### config.mk
export PLATFORM = sky130hd
export DESIGN_NAME = vdib_cell
export DESIGN_NICKNAME = d
export VERILOG_FILES = /design/src/hdl/vdib_pkg.sv /design/src/hdl/vdib_cell.sv
export SDC_FILE = /design/constraint.sdc
export NUM_CORES = 1
export LEC_CHECK = 0
export BUFFER_PORTS_ARGS = -buffer_cell sky130_fd_sc_hd__buf_2
export CORE_MARGIN = 4
export CORE_UTILIZATION = 23
export DETAILED_ROUTE_END_ITERATION = 16
export PLACE_DENSITY = 0.46
export SKIP_LAST_GASP = 1
export SLEW_MARGIN = 5
export SYNTH_ARGS = -nofsm -noshare
export SYNTH_HDL_FRONTEND = slang
export SYNTH_SLANG_ARGS = --single-unit
### constraint.sdc
create_clock -name i_clk -period 2.9 [get_ports i_clk]
set_input_delay 0.29 -clock i_clk [delete_from_list [all_inputs] [get_ports i_clk]]
set_output_delay 0.29 -clock i_clk [all_outputs]
set_load 0.05 [all_outputs]
### src/hdl/vdib_pkg.sv
// ----------------------------------------------------------------------------
// vdib_pkg
// Shared types and constants for the vertex dedup index builder.
// ----------------------------------------------------------------------------
package vdib_pkg;
    localparam int TableDepth = 256;
    localparam int WordsPerVertex = 8;
    localparam int IdxW = $clog2(TableDepth);
    localparam int CntW = $clog2(TableDepth + 1);

    typedef struct packed {
        logic [31:0] pos_x;
        logic [31:0] pos_y;
        logic [31:0] pos_z;
        logic [31:0] normal_x;
        logic [31:0] normal_y;
        logic [31:0] normal_z;
        logic [31:0] tex_u;
        logic [31:0] tex_v;
    } t_vertex;

    typedef struct packed {
        logic [7:0] vertex_index;
        logic       was_new;
        logic       overflow;
    } t_result;

    // search token walking down the row of cells
    typedef struct packed {
        logic            valid;
        logic            found;
        logic [IdxW-1:0] hit_idx;
    } t_token;

    function automatic logic word_equal(input logic [31:0] a, input logic [31:0] b);
        logic [30:0] ma;
        logic [30:0] mb;
        ma = a[30:0];
        mb = b[30:0];
        if (ma > 31'h7F800000 || mb > 31'h7F800000) return 1'b0;
        if (ma == 31'd0 && mb == 31'd0) return 1'b1;
        return a == b;
    endfunction

    function automatic logic vertex_equal(input t_vertex a, input t_vertex b);
        return word_equal(a.pos_x, b.pos_x) && word_equal(a.pos_y, b.pos_y)
            && word_equal(a.pos_z, b.pos_z) && word_equal(a.normal_x, b.normal_x)
            && word_equal(a.normal_y, b.normal_y) && word_equal(a.normal_z, b.normal_z)
            && word_equal(a.tex_u, b.tex_u) && word_equal(a.tex_v, b.tex_v);
    endfunction
endpackage

### src/hdl/vdib_cell.sv
// ----------------------------------------------------------------------------
// vdib_cell
// One table entry: holds a stored vertex, compares the passing query and
// forwards query and search token to the next cell.
// ----------------------------------------------------------------------------
module vdib_cell (
    input  logic                    i_clk,
    input  logic                    i_rst_n,
    input  logic [vdib_pkg::IdxW-1:0] i_my_idx,
    input  vdib_pkg::t_vertex       i_query,
    input  vdib_pkg::t_token        i_token,
    input  logic                    i_wr,
    input  logic                    i_live,
    output vdib_pkg::t_vertex       o_query,
    output vdib_pkg::t_token        o_token
);
    vdib_pkg::t_vertex r_entry;
    vdib_pkg::t_vertex r_query;
    vdib_pkg::t_token  r_token;
    logic              w_hit;

    assign w_hit = i_live && vdib_pkg::vertex_equal(r_entry, i_query);

    always_ff @(posedge i_clk) begin
        if (i_wr) begin
            r_entry <= i_query;
        end
        r_query <= i_query;
        if (!i_rst_n) begin
            r_token <= '0;
        end else begin
            r_token.valid <= i_token.valid;
            if (i_token.valid && !i_token.found && w_hit) begin
                r_token.found   <= 1'b1;
                r_token.hit_idx <= i_my_idx;
            end else begin
                r_token.found   <= i_token.found;
                r_token.hit_idx <= i_token.hit_idx;
            end
        end
    end

    assign o_query = r_query;
    assign o_token = r_token;
endmodule

==> metrics.txt, run 1 <==
gr ovfl total=0; DR top layer=met4; crit-path max FO=9; DR WL/cell=19.7 um; Most Frequent Cell on Critical Path=nand4_1; # DRC=0; met1 WL=24.9 mm; routability cong.=0.781; layout net count=2,321; DP HPWL=43.9 mm; Placement Cell Area=21,600 um^2; root buffer selected by CTS=clkbuf_16; startpoint class of the critical path=register; Pre-antenna DRT Iters=5; row cnt=100; Max Fclk=362 MHz; Die Y=284 um; final non-filler cell total=3,066; Final min period=2760 ps; core area=74,800 um^2; I/O pin cnt=544; Cell Pwr Density=696 nW/um^2; top-area cell type share of the netlist area=0.440; Max-Cap Viols=0; Seq/Total Area, Yosys=0.745; DRT iter0 DRCs=636; die footprint=80,500 um^2; Worst-path clk slew=60 ps; Mapped Cells=1,144; Hold Path Class=in2reg; YS warnings=0; Fin Setup TNS=0 ps; fin crit share=0.952; TritonCTS clock tree=done; Syn Area/Cell=15.3 um^2; htree depth=2; RSZ-0062 raised after global routing=false; Initial Utilization=0.234; peak supply drop=0.448 mV; met2 wire len=30.3 mm; ys flop type=dfxtp_1; Area growth syn-to-layout=51.3%; Slew headroom=0.542; most frequent cell after synthesis=dfxtp_1; crit end category=register; CTS max path bufs=3; Worst Tran Pin Value=686 ps; Post-CTS Setup Bufs=0; cell taking the most area after synthesis=edfxtp_1; Inserted Clock Buffers=59; Placed Cells=2,676; Leak=10.3 nW; status=complete, no violations; design area=26,400 um^2; CP peak stage delay=440 ps; CP arrival=3290 ps; first-pass GRT wire length=90.6 mm; Top delay family on crit path=simple AND/OR/NAND/NOR gates; slowest cell on the critical path=nor4_1; final hold vios=0; GRT Overall Usage=0.145; number of flops mapped to enable cells by yosys=256; DR vias=13,200; crit-path cells=nor4_1 -> nand4_1 -> o21ai_0 -> nand4_1 -> nor4_4 -> buf_4 -> and4_4 -> mux2i_1; final WL=60.4 mm; layout cells sized above 1=0.325; most instantiated cells after synthesis=266 x dfxtp_1, 256 x edfxtp_1, 151 x nor4_1; Via density=4.29; max-slew violation count=0; kind of critical path=reg2reg; Async S/R FF share, synth=0; Req. time, crit path=3430 ps; skew final=22.8 ps; Synth area leaders=edfxtp_1 44%, dfxtp_1 30%, xnor2_1 6.4%; DRT antenna net count=0; count of final setup violators=0; met3 WL post-DR=3.74 mm; DIE WIDTH=284 um; worst skew pair latency=610 ps; #FFs+latches synth=522; Worst R2R Setup Slack=140 ps; initial antenna violation count=6; vias in the first global route=14,500; clock sink total=522; Buf/Inv on CP=1; number of port buffers=543; Distinct cells, synth=27; mapped cell area=17,500 um^2; largest net degree at the start of global routing=71; Syn Nets=1,422
==> final cells by class <==
class,count,area (um^2)
fillers,7281,48400
flip-flops and latches,522,13000
repair buffers,841,5690
multi-input cells,619,4490
clock buffers,85,1860
well taps,969,1210
clock inverters,26,160
diodes,4,10.0
==> worst paths after layout <==
kind | startpoint | to | cells past startpoint
max reg2reg | r_entry[81] | o_token[6] | 8
min | i_wr | r_entry[166] | 1
max | r_entry[81] | o_token[6] | 8
min reg2reg | r_entry[23] | o_token[5] | 6
==> power breakdown <==
part	internal, mW	switching (mW)	leakage, nW
Sequential	8.27	0.270	4.75
Combinational	0.816	1.48	4.48
Clock	4.48	3.07	1.03
==> sequential cells by signal, summed over array words and instances (netlist names) <==
register  cells
o_query     256
o_token      10
r_entry     256
==> metrics by stage <==
stage          hold slack (ps)  worst slack (ps)  total power [mW]   util
2_1_floorplan              318               762              9.76      -
3_3_place_gp               434              -303              10.7  0.288
5_1_grt                    145              19.3              19.1  0.353
4_1_cts                    163              13.2              18.7  0.353
3_5_place_dp               434              -412              10.7  0.288
6_report                   157               139              18.4  0.353
==> cell families (layout without fill, tap and decap cells) <==
kind of cell,Yosys count,after routing,synth area share
flip-flops,522,522,0.745
multiplexers,8,8,0.00458
other,0,4,0
AO/OA/AOI/OAI,25,25,0.00873
AND/OR/NAND/NOR,330,330,0.111
XOR/XNOR,256,256,0.128
buffers and inverters,3,952,0.00243
==> timing repair <==
action                                  4_1_cts  5_1_grt
hold buffers                                275        0
endpoints found under the setup margin        9        9
hold endpoints to repair                    519        0
resized for setup                             9       10
pin swaps                                     0        1
==> routing by layer <==
metal,track usage,up-vias
met5,0,-
met2,0.257,455
li1,-,6179
met1,0.173,6430
met4,0.0416,0
met3,0.0379,93
==> layout by cell type (no fill, tap or decap), drive strengths merged, types with 2 or more instances in the layout <==
cell / netlist / routed
clkbuf: 0 / 85
inv: 0 / 9
nand4: 98 / 98
a22oi: 3 / 3
diode: 0 / 4
clkinv: 0 / 17
o31ai: 2 / 2
edfxtp: 256 / 256
nor3: 21 / 21
dfxtp: 266 / 266
xnor2: 128 / 128
o22ai: 4 / 4
nor2: 17 / 17
nor4: 153 / 153
xor2: 128 / 128
buf: 3 / 566
mux2i: 8 / 8
o21ai: 13 / 13
nand2: 32 / 32
or4: 4 / 4
dlygate4sd3: 0 / 275
(Power assumes the default switching activity.)
==> run 2: changes to the inputs <==
==> constraint.sdc (replaced) <==
create_clock -name i_clk -period 3.3 [get_ports i_clk]
set_input_delay 0.33 -clock i_clk [delete_from_list [all_inputs] [get_ports i_clk]]
set_output_delay 0.33 -clock i_clk [all_outputs]
set_load 0.05 [all_outputs]
==> metrics.txt, run 2 (synthesis results as in run 1) <==
status=complete, no violations; DR WL/cell=19.5 um (-1.2%); Worst Tran Pin Value=713 ps (+26.6 ps); clock sink total=522 (unchanged); Post-CTS Setup Bufs=0 (unchanged); routability cong.=0.795 (+1.7%); Area growth syn-to-layout=49.7%; Most Frequent Cell on Critical Path=buf_4; Pre-antenna DRT Iters=5 (unchanged); final hold vios=0 (unchanged); startpoint class of the critical path=register; CP peak stage delay=480 ps (+40 ps); crit-path cells=nor4_1 -> nand4_1 -> o21ai_0 -> buf_4 -> o311ai_0 -> nor4_2 -> buf_4 -> and4_4 -> mux2i_1; peak supply drop=0.420 mV (-6.3%); sw frac=0.267 (+0.00462); final non-filler cell total=3,052 (-0.46%); die footprint=80,500 um^2 (unchanged); design area=26,200 um^2 (-1.0%); Placement Cell Area=21,500 um^2 (-0.42%); initial antenna violation count=11 (+5); row cnt=100 (unchanged); DP HPWL=43.6 mm (-0.77%); skew final=14.9 ps (-7.97 ps); DIE WIDTH=284 um (unchanged); DRT antenna net count=0 (unchanged); Slew headroom=0.519 (-0.0238); final WL=59.4 mm (-1.6%); CP arrival=3510 ps (+220 ps); layout net count=2,307 (-0.60%); register share of total power=0.472 (+0.008); commonest non-fill, non-tap cell in the layout=buf_2; Req. time, crit path=3830 ps (+400 ps); DRT iter0 DRCs=611 (-3.9%); internal power=11.6 mW (-14%); count of final setup violators=0 (unchanged); Leak=10.1 nW (-1.2%); CTS max path bufs=3 (unchanged); Fin Setup TNS=0 ps (unchanged); FF+latch area=13,000 um^2 (unchanged); TritonCTS clock tree=done; gr busiest metal=met2; I/O pin cnt=544 (unchanged); Max Fclk=336 MHz (-7.3%); multi-input logic area=4430 um^2 (-1.4%); Logic pwr share=0.126 (about the same); leading cell types in the layout, fill and taps excluded=542 x buf_2, 274 x dlygate4sd3_1, 266 x dfxtp_1; htree depth=2 (unchanged); max-slew violation count=0 (unchanged); Placed Cells=2,664 (-0.45%); Psw=4.25 mW (-12%); first-pass GRT wire length=89.5 mm (-1.2%); DR vias=13,000 (-1.3%); kind of critical path=reg2reg; Inserted Clock Buffers=58 (-1.7%); Max-Cap Viols=0 (unchanged); Final min period=2980 ps (+217 ps); met2 Track Usage GR=0.249 (-0.00809); GRT Overall Usage=0.143 (-0.00179); final core area utilization=0.350 (-0.00366); core area=74,800 um^2 (unchanged); Hold Path Class=in2reg; number of port buffers=543 (unchanged); Hold Crit Start=i_rst_n; largest net degree at the start of global routing=82 (+15%); Cell Pwr Density=607 nW/um^2 (-13%); Via density=4.25 (-0.88%); layout cells sized above 1=0.317 (-0.00839); slowest cell on the critical path=nor4_1; fin worst setup slack=322 ps (+183 ps); gr ovfl total=0 (unchanged); GR Util met3=0.0365 (-0.00145); worst skew pair latency=610 ps (about the same); crit end category=register; Die Y=284 um (unchanged); # DRC=0 (unchanged); vias in the first global route=14,400 (-0.94%); reg2reg start=r_entry[145]; fin crit share=0.902 (-0.0498); crit-path max FO=9 (unchanged); GR Util met1=0.170 (-0.00246); Clock Power Share=0.402 (-0.009); fill count=7,258 (-0.32%); critical path startpoint=r_entry[145]; Worst-path clk slew=60 ps (about the same); root buffer selected by CTS=clkbuf_16; pre-CTS setup slack=-85.8 ps (+327 ps); Initial Utilization=0.234 (unchanged); RSZ-0062 raised after global routing=false
[run 2: cell count changes in the layout (fill, tap and decap cells not counted), sizes merged]
cell / change
inv: +1
buf: -12
dlygate4sd3: -1
clkbuf: -5
clkinv: +3
[run 2: layout make-up]
class                           instances  area share
Antenna cell                            4    0.000383
Clock buffer                           80      0.0658
Clock inverter                         30     0.00736
Multi-Input combinational cell        619       0.169
Sequential cell                       522       0.497
Tap cell                              969      0.0463
Timing Repair Buffer                  828       0.214
[run 2: power by group through the flow]
stage               logic (mW)  clock network, mW  registers [mW]
floorplan                0.368                  0            8.21
global placement          1.76                  0            7.63
detailed placement        1.76                  0            7.63
CTS                       2.02               6.62            7.50
global route              2.13               6.92            7.54
finish                    2.00               6.39            7.50
[run 2: final timing paths]
kind	to	slack, ps	cells past startpoint
hold reg to reg	o_token[5]	1270	6
hold / removal	o_token[8]	100	2
setup / recovery	o_token[7]	320	9
setup reg to reg	o_token[7]	320	9
[run 2: what timing repair did]
| action | 4_1_cts | 5_1_grt |
|---|---|---|
| setup endpoints to repair | 0 | 9 |
| hold buffers | 274 | 0 |
| gates resized for setup | 0 | 2 |
| endpoints found under the hold margin | 509 | 0 |
[run 2: per-stage QoR]
| stage | power, mW | hold slack [ps] |
|---|---|---|
| floorplan | 8.58 | 358 |
| global placement | 9.39 | 479 |
| detailed placement | 9.39 | 481 |
| CTS | 16.1 | 46.3 |
| global route | 16.6 | 81.8 |
| finish | 15.9 | 102 |
[run 2: critical path: cells and delay by family (launching register included)]
| family | cells | cell delay [ps] |
|---|---|---|
| compound gates | 2 | 620 |
| buf+inv | 2 | 340 |
| flops | 1 | 410 |
| mux | 1 | 250 |
| simple gates | 4 | 1260 |
[run 2: layer usage]
layer,routed length [um],up-vias
li1,-,6144
met1,24300,6241
met4,2120,4
met3,3700,120
met2,29300,473
met5,27,-
==> run 3: changes to the inputs <==
--- a/config.mk
+++ b/config.mk
@@ -6,10 +6,12 @@
 export NUM_CORES = 1
 export LEC_CHECK = 0
 export BUFFER_PORTS_ARGS = -buffer_cell sky130_fd_sc_hd__buf_2
+export CELL_PAD_IN_SITES_DETAIL_PLACEMENT = 1
+export CELL_PAD_IN_SITES_GLOBAL_PLACEMENT = 1
 export CORE_MARGIN = 4
 export CORE_UTILIZATION = 23
 export DETAILED_ROUTE_END_ITERATION = 16
-export PLACE_DENSITY = 0.46
+export PLACE_DENSITY = 0.54
 export SKIP_LAST_GASP = 1
 export SLEW_MARGIN = 5
 export SYNTH_ARGS = -nofsm -noshare
==> metrics.txt, run 3 (synthesis results as in run 1) <==
crit-path max FO=9 (unchanged); final WL=63.9 mm (+7.6%); clock sink total=522 (unchanged); met2 Track Usage GR=0.275 (+0.0262); Via density=4.30 (+1.1%); Die Y=284 um (unchanged); I/O pin cnt=544 (unchanged); Cell Pwr Density=622 nW/um^2 (+2.4%); Most Frequent Cell on Critical Path=buf_4; Pre-antenna DRT Iters=4 (-1); crit end category=register; final hold vios=0 (unchanged); WHS=92.3 ps (-9.68 ps); Psw=4.33 mW (+2.0%); Req. time, crit path=3820 ps (about the same); routability cong.=0.781 (-1.7%); Worst-path clk slew=70 ps (about the same); htree depth=2 (unchanged); Max-Cap Viols=0 (unchanged); first-pass GRT wire length=95.7 mm (+6.9%); GR Util met3=0.0373 (+0.000884); row cnt=100 (unchanged); fill count=8,055 (+11%); Hold Path Class=in2reg; CP peak stage delay=480 ps (about the same); TritonCTS clock tree=done; # DRC=0 (unchanged); die footprint=80,500 um^2 (unchanged); Final min period=3000 ps (+25.7 ps); root buffer selected by CTS=clkbuf_16; GR Util met1=0.181 (+0.0109); DIE WIDTH=284 um (unchanged); internal power=12.1 mW (+3.5%); DRT iter0 DRCs=508 (-17%); layout cells sized above 1=0.319 (+0.00162); Slew headroom=0.478 (-0.0404); Buf/Inv on CP=2 (unchanged); GRT Overall Usage=0.154 (+0.0109); final core area utilization=0.352 (+0.00229); fin crit share=0.910 (+0.00778); Pwr Total=16.4 mW (+3.1%); gr ovfl total=0 (unchanged); CP arrival=3530 ps (+20 ps); DP HPWL=46.0 mm (+5.6%); Leak=10.2 nW (+0.66%); Max Fclk=333 MHz (-0.85%); DRT antenna net count=0 (unchanged); worst skew pair latency=610 ps (about the same); commonest non-fill, non-tap cell in the layout=buf_2; register share of total power=0.458 (-0.014); DR WL/cell=20.9 um (+7.5%); fin worst setup slack=296 ps (-25.7 ps); core area=74,800 um^2 (unchanged); Placed Cells=2,664 (unchanged); status=complete, no violations; DR vias=13,100 (+1.1%); final non-filler cell total=3,053 (+0.033%); kind of critical path=reg2reg; Logic pwr share=0.124 (-0.002); Inserted Clock Buffers=59 (+1.7%); count of final setup violators=0 (unchanged); vias in the first global route=14,900 (+3.8%); gr busiest metal=met2; multi-input logic area=4430 um^2 (unchanged); crit-path cells=nor4_1 -> nand4_1 -> o21ai_0 -> buf_4 -> o311ai_0 -> nor4_2 -> buf_4 -> and4_4 -> mux2i_1; Area growth syn-to-layout=50.7%; Clock Power Share=0.418 (+0.016); Initial Utilization=0.234 (unchanged); largest net degree at the start of global routing=69 (-16%); layout net count=2,308 (+0.043%); max-slew violation count=0 (unchanged); skew final=18.0 ps (+3.17 ps); leading cell types in the layout, fill and taps excluded=542 x buf_2, 274 x dlygate4sd3_1, 266 x dfxtp_1; FF+latch area=13,000 um^2 (unchanged); RSZ-0062 raised after global routing=false; pre-CTS setup slack=-113 ps (-27.0 ps); sw frac=0.264 (-0.00282); number of port buffers=543 (unchanged); Worst R2R Setup Slack=300 ps (-30 ps); Worst Tran Pin Value=773 ps (+59.9 ps); initial antenna violation count=9 (-2); CTS max path bufs=3 (unchanged); peak supply drop=0.373 mV (-11%); startpoint class of the critical path=register; slowest cell on the critical path=nor4_1; Top delay family on crit path=simple AND/OR/NAND/NOR gates
## run 3: cell count changes in the layout (fill, tap and decap cells not counted), sizes merged
| cell | change |
|---|---|
| bufinv | +2 |
| clkbuf | +3 |
| clkinv | -1 |
| clkinvlp | +2 |
| diode | -1 |
| inv | -4 |
## run 3: final cells by class
class,count,area share
repair buffers,828,0.212
multi-input cells,619,0.168
flip-flops and latches,522,0.494
well taps,969,0.0460
diodes,3,0.000285
clock buffers,83,0.0701
clock inverters,29,0.00912
## run 3: timing repair
action | in CTS | in global routing
buffers inserted | 0 | 0
hold endpoints to repair | 509 | 0
gates resized for setup | 0 | 2
endpoints found under the setup margin | 0 | 9
hold buffers | 274 | 0
## run 3: per-layer routing
metal	share of wire	routed length (um)
met3	0.055	3530
met1	0.41	26100
met4	0.031	1990
met2	0.50	32300
met5	0.00033	21
## run 3: worst paths after layout
path | from | endpoint | depth (start not counted)
setup / recovery | r_entry[145] | o_token[5] | 9
hold / removal | i_query[0] | r_entry[0] | 1
setup reg to reg | r_entry[145] | o_token[5] | 9
hold reg to reg | r_entry[151] | o_token[2] | 6
## run 3: power by group through the flow
stage / logic (mW) / clock network, mW / registers, mW
after detailed placement: 1.78 / 0 / 7.64
after CTS: 2.04 / 7.08 / 7.51
after global routing: 2.15 / 7.35 / 7.55
after floorplan: 0.368 / 0 / 8.21
after global placement: 1.77 / 0 / 7.62
final: 2.03 / 6.85 / 7.51
## run 3: through the flow
step / cell area (um^2) / TNS (ps)
global placement: 21500 / -1070
detailed placement: 21500 / -691
finish: 26300 / 0
CTS: 26300 / 0
global route: 26300 / 0
floorplan: 17500 / 0
